File: config.mk
export PLATFORM = sky130hd
export DESIGN_NAME = lcd_nibble_shift_sequencer
export DESIGN_NICKNAME = d
export VERILOG_FILES = /design/src/design/lnss_pkg.sv /design/src/design/lcd_nibble_shift_sequencer.sv /design/src/design/lnss_front.sv /design/src/design/lnss_queue.sv /design/src/design/lnss_back.sv
export SDC_FILE = /design/constraint.sdc
export NUM_CORES = 1
export LEC_CHECK = 0
export ABC_AREA = 0
export CORE_MARGIN = 4
export CORE_UTILIZATION = 49
export DETAILED_ROUTE_END_ITERATION = 8
export DONT_BUFFER_PORTS = 1
export RECOVER_POWER = 100
export SLEW_MARGIN = 20
export SYNTH_ARGS = -nofsm -noshare
export SYNTH_HDL_FRONTEND = slang
export SYNTH_SLANG_ARGS = --single-unit
File: constraint.sdc
create_clock -name aclk -period 2.6 [get_ports aclk]
set_input_delay 0.52 -clock aclk [delete_from_list [all_inputs] [get_ports aclk]]
set_output_delay 0.52 -clock aclk [all_outputs]
set_load 0.005 [all_outputs]
File: src/design/lnss_pkg.sv
package lnss_pkg;

    typedef enum logic [1:0] {
        OP_BYTE    = 2'd0,
        OP_NIBBLE  = 2'd1,
        OP_SET_BIT = 2'd2,
        OP_NONE    = 2'd3
    } op_t;

    typedef enum logic [1:0] {
        REG_SELECT_POS  = 2'd0,
        REG_STROBE_POS  = 2'd1,
        REG_PULSE_WAIT  = 2'd2,
        REG_SETTLE_WAIT = 2'd3
    } reg_index_t;

    localparam int IMAGE_W = 8;
    localparam int HOLD_W  = 10;
    localparam int POS_W   = 4;

    localparam logic [IMAGE_W-1:0] LOW_NIBBLE_MASK  = 8'h0F;
    localparam logic [IMAGE_W-1:0] HIGH_NIBBLE_MASK = 8'hF0;

    localparam logic [1:0]        SELECT_POS_RESET  = 2'd2;
    localparam logic [1:0]        STROBE_POS_RESET  = 2'd3;
    localparam logic [HOLD_W-1:0] PULSE_WAIT_RESET  = 10'd1;
    localparam logic [HOLD_W-1:0] SETTLE_WAIT_RESET = 10'd100;
    localparam logic [HOLD_W-1:0] NO_WAIT           = 10'd0;

    // step positions of a byte send: select, high nibble (4 steps), low nibble (4 steps)
    localparam logic [POS_W-1:0] SELECT_POS_STEP  = 4'd0;
    localparam logic [POS_W-1:0] HIGH_NIBBLE_STEP = 4'd1;
    localparam logic [POS_W-1:0] LOW_NIBBLE_STEP  = 4'd5;
    localparam logic [POS_W-1:0] LAST_STEP        = 4'd8;

    localparam logic [1:0] PHASE_NIBBLE      = 2'd0;
    localparam logic [1:0] PHASE_STROBE_LOW  = 2'd1;
    localparam logic [1:0] PHASE_STROBE_HIGH = 2'd2;
    localparam logic [1:0] PHASE_SETTLE      = 2'd3;

    typedef struct packed {
        logic [1:0]        select_pos;
        logic [1:0]        strobe_pos;
        logic [HOLD_W-1:0] pulse_wait;
        logic [HOLD_W-1:0] settle_wait;
    } cfg_t;

    typedef struct packed {
        op_t              kind;
        logic [POS_W-1:0] start_step;
        logic [7:0]       data;
        logic             select_level;
        logic [2:0]       bit_index;
        logic             bit_level;
    } cmd_t;

    typedef struct packed {
        logic full;
        logic empty;
    } queue_status_t;

    typedef struct packed {
        logic             busy;
        logic [POS_W-1:0] step;
    } back_status_t;

    function automatic logic [IMAGE_W-1:0] put_bit(
        input logic [IMAGE_W-1:0] image,
        input logic [2:0]         pos,
        input logic               level
    );
        logic [IMAGE_W-1:0] result;
        result      = image;
        result[pos] = level;
        return result;
    endfunction

endpackage

File: src/design/lcd_nibble_shift_sequencer.sv
// An accepted request passes the queue and the command register, and its first image is
// then registered onto m_*. Throughput: one image per cycle unless m_ready stalls it;
// a byte send gives 9 images, a nibble 4, a bit set 1, from the single image register.
// The request queue lets the next request be accepted while images are still going out.
// Reset (aresetn low, synchronous): queue emptied, image cleared to zero, registers
// back to select bit 2, strobe bit 3, pulse wait 1 us, settle wait 100 us.
module lcd_nibble_shift_sequencer #(
    parameter int QUEUE_DEPTH = 2
) (
    input  logic       aclk,
    input  logic       aresetn,
    input  logic       s_valid,
    output logic       s_ready,
    input  logic [1:0] s_op,
    input  logic [7:0] s_data_byte,
    input  logic       s_select_level,
    input  logic [2:0] s_bit_index,
    input  logic       s_bit_level,
    output logic       m_valid,
    input  logic       m_ready,
    output logic [7:0] m_latched_image,
    output logic [9:0] m_hold_us,
    output logic       m_last,
    input  logic       cfg_valid,
    output logic       cfg_ready,
    input  logic [1:0] cfg_index,
    input  logic [9:0] cfg_data
);
    import lnss_pkg::*;

    cfg_t          cfg_reg, cfg_next;
    queue_status_t q_status;
    back_status_t  back_status;
    cmd_t          push_cmd;
    cmd_t          head_cmd;
    logic          q_push;
    logic          q_pop;

    assign cfg_ready = 1'b1;

    always_comb begin
        cfg_next = cfg_reg;
        if (cfg_valid) begin
            case (reg_index_t'(cfg_index))
                REG_SELECT_POS:  cfg_next.select_pos  = cfg_data[1:0];
                REG_STROBE_POS:  cfg_next.strobe_pos  = cfg_data[1:0];
                REG_PULSE_WAIT:  cfg_next.pulse_wait  = cfg_data;
                REG_SETTLE_WAIT: cfg_next.settle_wait = cfg_data;
                default:         cfg_next = cfg_reg;
            endcase
        end
    end

    always_ff @(posedge aclk) begin
        if (!aresetn) begin
            cfg_reg.select_pos  <= SELECT_POS_RESET;
            cfg_reg.strobe_pos  <= STROBE_POS_RESET;
            cfg_reg.pulse_wait  <= PULSE_WAIT_RESET;
            cfg_reg.settle_wait <= SETTLE_WAIT_RESET;
        end else begin
            cfg_reg <= cfg_next;
        end
    end

    lnss_front u_front (
        .s_valid        (s_valid),
        .s_ready        (s_ready),
        .s_op           (s_op),
        .s_data_byte    (s_data_byte),
        .s_select_level (s_select_level),
        .s_bit_index    (s_bit_index),
        .s_bit_level    (s_bit_level),
        .q_status       (q_status),
        .q_push         (q_push),
        .q_push_cmd     (push_cmd)
    );

    lnss_queue #(
        .DEPTH (QUEUE_DEPTH)
    ) u_queue (
        .aclk     (aclk),
        .aresetn  (aresetn),
        .push     (q_push),
        .push_cmd (push_cmd),
        .pop      (q_pop),
        .head_cmd (head_cmd),
        .status   (q_status)
    );

    lnss_back u_back (
        .aclk            (aclk),
        .aresetn         (aresetn),
        .cfg             (cfg_reg),
        .q_status        (q_status),
        .head_cmd        (head_cmd),
        .q_pop           (q_pop),
        .m_valid         (m_valid),
        .m_ready         (m_ready),
        .m_latched_image (m_latched_image),
        .m_hold_us       (m_hold_us),
        .m_last          (m_last),
        .status          (back_status)
    );

    a_pop_not_empty: assert property (@(posedge aclk) disable iff (!aresetn)
        q_pop |-> !q_status.empty)
        else $error("request popped from empty queue");

    a_idle_loads: assert property (@(posedge aclk) disable iff (!aresetn)
        (!back_status.busy && !q_status.empty) |=> back_status.busy)
        else $error("sequencer idle with a request waiting");

    a_step_range: assert property (@(posedge aclk) disable iff (!aresetn)
        back_status.busy |-> (back_status.step <= LAST_STEP))
        else $error("sequencer step out of range");

    a_last_ends: assert property (@(posedge aclk) disable iff (!aresetn)
        (m_valid && m_ready && m_last && q_status.empty && !back_status.busy)
            |=> !m_valid)
        else $error("image shown after final image with nothing pending");

endmodule

File: src/design/lnss_front.sv
module lnss_front (
    input  logic             s_valid,
    output logic             s_ready,
    input  logic [1:0]       s_op,
    input  logic [7:0]       s_data_byte,
    input  logic             s_select_level,
    input  logic [2:0]       s_bit_index,
    input  logic             s_bit_level,
    input  lnss_pkg::queue_status_t q_status,
    output logic             q_push,
    output lnss_pkg::cmd_t   q_push_cmd
);
    import lnss_pkg::*;

    op_t op;

    assign op      = op_t'(s_op);
    assign s_ready = !q_status.full;

    // drop the unused op code here: it yields no image
    assign q_push = s_valid && s_ready && (op != OP_NONE);

    always_comb begin
        q_push_cmd.kind         = op;
        q_push_cmd.data         = s_data_byte;
        q_push_cmd.select_level = s_select_level;
        q_push_cmd.bit_index    = s_bit_index;
        q_push_cmd.bit_level    = s_bit_level;
        case (op)
            OP_BYTE:    q_push_cmd.start_step = SELECT_POS_STEP;
            OP_NIBBLE:  q_push_cmd.start_step = LOW_NIBBLE_STEP;
            OP_SET_BIT: q_push_cmd.start_step = LAST_STEP;
            default:    q_push_cmd.start_step = LAST_STEP;
        endcase
    end

endmodule

File: src/design/lnss_queue.sv
module lnss_queue #(
    parameter int DEPTH = 2
) (
    input  logic                    aclk,
    input  logic                    aresetn,
    input  logic                    push,
    input  lnss_pkg::cmd_t          push_cmd,
    input  logic                    pop,
    output lnss_pkg::cmd_t          head_cmd,
    output lnss_pkg::queue_status_t status
);
    import lnss_pkg::*;

    localparam int PTR_W = (DEPTH > 1) ? $clog2(DEPTH) : 1;
    localparam int CNT_W = $clog2(DEPTH + 1);
    localparam logic [PTR_W-1:0] LAST_PTR  = PTR_W'(DEPTH - 1);
    localparam logic [CNT_W-1:0] FULL_CNT  = CNT_W'(DEPTH);
    localparam logic [CNT_W-1:0] EMPTY_CNT = '0;

    cmd_t             mem [DEPTH];
    logic [PTR_W-1:0] wr_ptr_reg, wr_ptr_next;
    logic [PTR_W-1:0] rd_ptr_reg, rd_ptr_next;
    logic [CNT_W-1:0] count_reg, count_next;

    assign status.full  = (count_reg == FULL_CNT);
    assign status.empty = (count_reg == EMPTY_CNT);
    assign head_cmd     = mem[rd_ptr_reg];

    always_comb begin
        wr_ptr_next = wr_ptr_reg;
        rd_ptr_next = rd_ptr_reg;
        count_next  = count_reg;
        if (push) begin
            wr_ptr_next = (wr_ptr_reg == LAST_PTR) ? '0 : wr_ptr_reg + 1'b1;
        end
        if (pop) begin
            rd_ptr_next = (rd_ptr_reg == LAST_PTR) ? '0 : rd_ptr_reg + 1'b1;
        end
        if (push && !pop) begin
            count_next = count_reg + 1'b1;
        end else if (pop && !push) begin
            count_next = count_reg - 1'b1;
        end
    end

    always_ff @(posedge aclk) begin
        if (!aresetn) begin
            wr_ptr_reg <= '0;
            rd_ptr_reg <= '0;
            count_reg  <= '0;
        end else begin
            wr_ptr_reg <= wr_ptr_next;
            rd_ptr_reg <= rd_ptr_next;
            count_reg  <= count_next;
        end
    end

    always_ff @(posedge aclk) begin
        if (push) begin
            mem[wr_ptr_reg] <= push_cmd;
        end
    end

endmodule

File: src/design/lnss_back.sv
module lnss_back (
    input  logic                    aclk,
    input  logic                    aresetn,
    input  lnss_pkg::cfg_t          cfg,
    input  lnss_pkg::queue_status_t q_status,
    input  lnss_pkg::cmd_t          head_cmd,
    output logic                    q_pop,
    output logic                    m_valid,
    input  logic                    m_ready,
    output logic [7:0]              m_latched_image,
    output logic [9:0]              m_hold_us,
    output logic                    m_last,
    output lnss_pkg::back_status_t  status
);
    import lnss_pkg::*;

    logic               busy_reg, busy_next;
    logic [POS_W-1:0]   step_reg, step_next;
    cmd_t               cmd_reg, cmd_next;
    logic [IMAGE_W-1:0] image_reg, image_next;
    logic               m_valid_reg, m_valid_next;
    logic [IMAGE_W-1:0] m_image_reg, m_image_next;
    logic [HOLD_W-1:0]  m_hold_reg, m_hold_next;
    logic               m_last_reg, m_last_next;

    logic               advance;
    logic               step_last;
    logic [IMAGE_W-1:0] step_image;
    logic [HOLD_W-1:0]  step_hold;
    logic [3:0]         nibble;
    logic [POS_W-1:0]   phase_wide;
    logic [1:0]         phase;
    logic [2:0]         strobe_bit;
    logic [2:0]         select_bit;

    assign strobe_bit = {1'b0, cfg.strobe_pos};
    assign select_bit = {1'b0, cfg.select_pos};

    // advance one image whenever the output register is free or draining
    assign advance = busy_reg && (!m_valid_reg || m_ready);

    assign nibble     = (step_reg >= LOW_NIBBLE_STEP) ? cmd_reg.data[3:0] : cmd_reg.data[7:4];
    assign phase_wide = step_reg - ((step_reg >= LOW_NIBBLE_STEP) ? LOW_NIBBLE_STEP
                                                                 : HIGH_NIBBLE_STEP);
    assign phase      = phase_wide[1:0];

    always_comb begin
        step_image = image_reg;
        step_hold  = NO_WAIT;
        step_last  = (step_reg == LAST_STEP);
        if (cmd_reg.kind == OP_SET_BIT) begin
            step_image = put_bit(image_reg, cmd_reg.bit_index, cmd_reg.bit_level);
            step_last  = 1'b1;
        end else if (step_reg == SELECT_POS_STEP) begin
            step_image = put_bit(image_reg, select_bit, cmd_reg.select_level);
        end else begin
            case (phase)
                PHASE_NIBBLE: begin
                    step_image = (image_reg & LOW_NIBBLE_MASK)
                               | ({nibble, 4'b0000} & HIGH_NIBBLE_MASK);
                end
                PHASE_STROBE_LOW: begin
                    step_image = put_bit(image_reg, strobe_bit, 1'b0);
                    step_hold  = cfg.pulse_wait;
                end
                PHASE_STROBE_HIGH: begin
                    step_image = put_bit(image_reg, strobe_bit, 1'b1);
                    step_hold  = cfg.pulse_wait;
                end
                PHASE_SETTLE: begin
                    step_image = put_bit(image_reg, strobe_bit, 1'b0);
                    step_hold  = cfg.settle_wait;
                end
                default: begin
                    step_image = image_reg;
                end
            endcase
        end
    end

    // take the next request when idle or as the current one finishes, so no cycle is lost between them
    assign q_pop = !q_status.empty && (!busy_reg || (advance && step_last));

    always_comb begin
        busy_next    = busy_reg;
        step_next    = step_reg;
        cmd_next     = cmd_reg;
        image_next   = image_reg;
        m_valid_next = m_valid_reg;
        m_image_next = m_image_reg;
        m_hold_next  = m_hold_reg;
        m_last_next  = m_last_reg;

        if (m_ready) begin
            m_valid_next = 1'b0;
        end
        if (advance) begin
            image_next   = step_image;
            m_valid_next = 1'b1;
            m_image_next = step_image;
            m_hold_next  = step_hold;
            m_last_next  = step_last;
            step_next    = step_reg + 1'b1;
            if (step_last) begin
                busy_next = 1'b0;
            end
        end
        if (q_pop) begin
            busy_next = 1'b1;
            cmd_next  = head_cmd;
            step_next = head_cmd.start_step;
        end
    end

    always_ff @(posedge aclk) begin
        if (!aresetn) begin
            busy_reg    <= 1'b0;
            step_reg    <= '0;
            image_reg   <= '0;
            m_valid_reg <= 1'b0;
        end else begin
            busy_reg    <= busy_next;
            step_reg    <= step_next;
            image_reg   <= image_next;
            m_valid_reg <= m_valid_next;
        end
    end

    always_ff @(posedge aclk) begin
        cmd_reg     <= cmd_next;
        m_image_reg <= m_image_next;
        m_hold_reg  <= m_hold_next;
        m_last_reg  <= m_last_next;
    end

    assign m_valid         = m_valid_reg;
    assign m_latched_image = m_image_reg;
    assign m_hold_us       = m_hold_reg;
    assign m_last          = m_last_reg;
    assign status.busy     = busy_reg;
    assign status.step     = step_reg;

endmodule

==> flow_summary.ini, run 1 <==
[status]
status = complete, no violations

[clock_network]
clk-insertion-delay-late_ps = 380
htreeDepth = 3
clockBufferDepth = 2
cts_tree = yes
numCtsBuffers = 9
cts_sinks = 111
cts_root_buf = clkbuf_8
clkTransAtPathRegs_ps = 120
cts_setup_buffers = 0
hold_buffers = 0

[synth]
synth_edf_count = 68
ys_seq_area_share_pct = 61.4
synth_nets = 443
synth.top_cell.area_share_pct = 43.2
synth.largest_area_cell = edfxtp_1
ys_types = 59
ys_dominant_reg_cell = edfxtp_1
yosys_warnings = 0
synth_area_leaders = edfxtp_1 43%, dfxtp_1 18%, nand2_1 4.6%
synthCells = 405
async_flop_share_pct = 0
syn_area_sq_um = 4730
synth-seq-cells = 111
synth_most_common_cell = edfxtp_1
ys_top_cells_by_count = 68 x edfxtp_1, 58 x nand2_1, 43 x dfxtp_1
postSynthAreaPerCell_sq_um = 11.7

[layout]
syn2layout_area_growth_pct = 6.19
fin_area_sq_um = 5020
fin_util_pct = 53.8
layout-drive-gt1-share_pct = 10.5
antenna_cells = 0
nNetsFinal = 444
largest_reg_flops = 34

[floorplanning]
row_count = 35
ios = 54
core_region_area_sq_um = 9330
die-area_sq_um = 11300
die_h_um = 106
die_w_um = 106
initial_core_util_pct = 50.7

[place]
placed_area_sq_um = 4870
dp_slack_ps = 194
hpwl_um = 6290
gp_congestion = 0.786
port_buffers = 0

[routing]
first_pass_iters = 5
ant_nets = 0
wl_um = 8940
drt_iter0_markers = 149
post_drt_wl_per_cell_um = 16.6
vias = 3000
routed_via_density = 5.56
drc_errors = 0

[global_routing]
grt_util_all_layers_pct = 16.6
first_global_vias = 2941
gr-total-overflow = 0
grt_pass1_wl_um = 14800
grt_antenna_before_repair = 0
grt_max_degree = 29

[worst_setup_path]
worstSetupStartpoint = u_back.step_reg[0]
worst_ep_arrival_time_ps = 2680
crit_required_ps = 2900
crit_type = register to register
worst_setup_path_start_kind = register
slowest_delay_ps = 380
cp_cell_sequence = inv_1 > ha_2 > nand3b_1 > a211o_1 > and2_0 > ha_1 > or3_1 > a21oi_1
endpoint_kind = register
r2r_start = u_back.step_reg[0]
crit_fanout = 6
slowest_stage = dfxtp_1

[min_path]
hp-start = aresetn
holdCritPathClass = primary input to register

[sta]
worst_pin_slew_ps = 935
clock.fmax_mhz = 421
setup_viol = 0
rsz0062_at_grt = no
drv_slew = 0
setup_ws_ps = 222
hold_viol = 0
post-route-period-util_pct = 91.4
finalClockSkew_ps = 18.3
setup_tns_ps = 0
hold_ws_ps = 209
min_period_ps = 2380
slew_headroom_pct = 37.7

[power_and_ir_drop]
p_leak_nw = 1.73
vdd.ir_drop.worst_v = 0.000444
power.density_nw_per_um2 = 1020

[job]
drv_cap = 0
==> final cells by class <==
type,instances,area (sq um)
Clock inverter,6,62.6
Multi-Input combinational cell,267,1690
Inverter,10,37.5
Sequential cell,111,2900
Tap cell,129,161
Timing Repair Buffer,7,38.8
Fill cell,812,4310
Clock buffer,10,129
==> path summary, 6_finish.rpt <==
path / endpoint / slack (ps) / cells after the start
max: u_queue.count_reg[1] / 220 / 8
min: cfg_reg[2] / 210 / 1
max reg2reg: u_queue.count_reg[1] / 220 / 8
min reg2reg: cfg_reg[15] / 460 / 2
==> metal layers <==
metal / vias up / global-route usage [%] / wire [um]
li1: 1489 / - / -
met1: 1435 / 21.7 / 4180
met2: 65 / 27.0 / 4240
met3: 11 / 3.89 / 414
met4: 0 / 6.20 / 106
met5: - / 0 / 0
==> power breakdown <==
group	leakage (nW)	internal [mW]	switching [mW]	total, mW
clock network	0.0995	0.380	0.610	0.990
logic	0.640	0.581	0.828	1.41
registers	0.992	2.40	0.333	2.73
total	1.73	3.36	1.77	5.13
==> critical path, delay by kind of cell (launching register included) <==
kind | cells | cell delay [ps]
simple gates | 3 | 720
fa+ha+maj | 2 | 580
compound gates | 2 | 500
flops | 1 | 380
buf+inv | 1 | 130
==> placed cells by master, fill, tap and decap left out, types with 9 or more instances in the layout <==
cell	synthesis	routed
nand3_1	13	13
nor2_1	19	19
a21oi_1	31	31
edfxtp_1	68	68
a22oi_1	10	10
dfxtp_1	43	43
mux2_2	17	15
nand2_1	58	58
clkbuf_8	0	9
inv_1	10	10
==> logic make-up after synthesis <==
family / after synthesis / synth area share [%]
other: 1 / 0.0793
XOR/XNOR: 6 / 1.11
AND/OR/NAND/NOR: 144 / 15.5
adder cells (fa/ha/maj): 6 / 1.59
flip-flops: 111 / 61.4
buffers and inverters: 27 / 2.43
multiplexers: 23 / 5.32
AO/OA/AOI/OAI: 87 / 12.6
==> repair_timing <==
item	in CTS	in global routing
endpoints found under the hold margin	0	0
gates resized for setup	0	1
endpoints found under the setup margin	0	1
==> metrics by stage <==
step | std cells | total power, mW
CTS | 540 | 5.25
finish | 540 | 5.13
global placement | 524 | 4.24
floorplan | 405 | 3.83
detailed placement | 524 | 4.25
global route | 540 | 5.49
Note: power is estimated with default switching activity, not from simulation.
==> run 2, diff against run 1 <==
--- a/config.mk
+++ b/config.mk
@@ -6,11 +6,12 @@
 export NUM_CORES = 1
 export LEC_CHECK = 0
 export ABC_AREA = 0
-export CORE_MARGIN = 4
 export CORE_UTILIZATION = 49
 export DETAILED_ROUTE_END_ITERATION = 8
 export DONT_BUFFER_PORTS = 1
+export PLACE_DENSITY = 0.66
 export RECOVER_POWER = 100
+export REMOVE_ABC_BUFFERS = 1
 export SLEW_MARGIN = 20
 export SYNTH_ARGS = -nofsm -noshare
 export SYNTH_HDL_FRONTEND = slang
==> run 2 against run 1 <==
Compared with the run above: combinational power is essentially flat; critical path depth is the same; power grew 0.39%; final area grew 0.17%; setup slack lost 15 ps; first-iteration DRC count grew 16%; routed wire length shrank 5.3%; sequential power is essentially flat; global-route usage grew 1.4 points; clock power grew 4%; critical path type unchanged; critical endpoint unchanged.
==> flow_summary.ini, run 2 (synthesis gave the netlist of run 1 again) <==
[place]
hpwl_um = 5750
gp_congestion = 0.792
port_buffers = 0

[global_routing]
grt_util_all_layers_pct = 18.0
first_global_vias = 2923
grt_max_degree = 29
grt_antenna_before_repair = 0
gr-total-overflow = 0
grt_pass1_wl_um = 14000

[routing]
drc_errors = 0
first_pass_iters = 4
drt_iter0_markers = 173
vias = 2995
post_drt_wl_per_cell_um = 15.7
ant_nets = 0
wl_um = 8470
routed_via_density = 5.55

[floorplanning]
ios = 54
row_count = 35
core_region_area_sq_um = 9280
die-area_sq_um = 10000
die_w_um = 100
initial_core_util_pct = 50.9
die_h_um = 100

[power_and_ir_drop]
p_switching_mw = 1.74
combPwrFrac_pct = 27.2
vdd.ir_drop.worst_v = 0.000480
switching_share_pct = 33.8
intPower_mw = 3.41
p_seq_share_pct = 52.8
clockPowerShare_pct = 20.0
power.density_nw_per_um2 = 1020
p_leak_nw = 1.74

[worst_setup_path]
worst_setup_path_start_kind = register
slowest_delay_ps = 380
reg2regPathDepth = 8
endpoint_kind = register
crit_required_ps = 2900
path_buf_inv = 1
crit_family = simple AND/OR/NAND/NOR gates
crit_cells = 8
slowest_stage = dfxtp_1
cp_cell_sequence = inv_1 > ha_2 > nand3b_1 > a211o_1 > and2_0 > ha_1 > or3_1 > a21oi_1
crit_fanout = 6
crit_type = register to register
worst_ep_arrival_time_ps = 2690

[clock_network]
cts_tree = yes
clockBufferDepth = 2
cts_sinks = 111
clk-insertion-delay-late_ps = 370
cts_root_buf = clkbuf_8
cts_setup_buffers = 0
ctsResizeCount = 0
numCtsBuffers = 9
clkTransAtPathRegs_ps = 100
hold_buffers = 0
htreeDepth = 3

[sta]
min_period_ps = 2390
slew_headroom_pct = 20.3
clock.fmax_mhz = 418
drv_slew = 0
hold_viol = 0
post-route-period-util_pct = 92.0
finalClockSkew_ps = 12.4
setup_viol = 0
rsz0062_at_grt = no
hold_ws_ps = 216
setup_tns_ps = 0
worst_pin_slew_ps = 1190

[min_path]
hold_path_depth = 1
holdCritPathClass = primary input to register

[status]
status = complete, no violations

[layout]
layout-drive-gt1-share_pct = 10.7
antenna_cells = 0
largest_reg_flops = 34
n_fill_cell = 830
final_common_cell = edfxtp_1
syn2layout_area_growth_pct = 6.38
final_cell_mix = 68 x edfxtp_1, 58 x nand2_1, 43 x dfxtp_1, 31 x a21oi_1, 19 x nor2_1
nNetsFinal = 444

[job]
drv_cap = 0
[run 2: power groups by stage]
stage                     combinational [mW]  clock, mW  sequential [mW]
final                                   1.40       1.03             2.72
after global routing                    1.58       1.12             2.78
after CTS                               1.47       1.06             2.72
after detailed placement                1.46          0             2.76
after global placement                  1.44          0             2.75
after floorplan                         1.12          0             2.66
[run 2: metal layers]
| metal | vias to the layer above | routed length (um) | GRT usage (%) |
|---|---|---|---|
| met2 | 81 | 4050 | 29.6 |
| met3 | 15 | 368 | 3.48 |
| met4 | 0 | 167 | 8.36 |
| met1 | 1413 | 3880 | 23.2 |
| li1 | 1486 | - | - |
| met5 | - | 0 | 0 |
[run 2: cell type report]
class / instances / area (sq um) / share of cell area (%)
Tap cell: 129 / 161 / 3.21
Multi-Input combinational cell: 267 / 1690 / 33.6
Clock inverter: 5 / 46.3 / 0.920
Sequential cell: 111 / 2900 / 57.7
Inverter: 10 / 37.5 / 0.746
Timing Repair Buffer: 7 / 38.8 / 0.771
Clock buffer: 11 / 154 / 3.06
[run 2: stage by stage]
step                total power, mW  area [sq um]  worst slack (ps)  util [%]  std cells
detailed placement             4.22          4870               193      52.4        524
finish                         5.15          5030               208      54.2        540
global route                   5.47          5030              51.1      54.2        540
CTS                            5.25          5070               166      54.6        540
floorplan                      3.78          4650               397         -        388
global placement               4.20          4870               277      52.4        524
[run 2: path summary, 6_finish.rpt]
path | startpoint | to | slack, ps
setup reg to reg | u_back.step_reg[0] | u_queue.count_reg[1] | 210
hold / removal | aresetn | cfg_reg[23] | 220
setup / recovery | u_back.step_reg[0] | u_queue.count_reg[1] | 210
hold reg to reg | cfg_reg[13] | cfg_reg[13] | 460
[run 2: worst reg2reg max path, stage by stage, from the launching register on]
cell and delay, ps:
dfxtp_1 380, inv_1 140, ha_2 240, nand3b_1 110, a211o_1 370, and2_0 230
ha_1 340, or3_1 380, a21oi_1 140
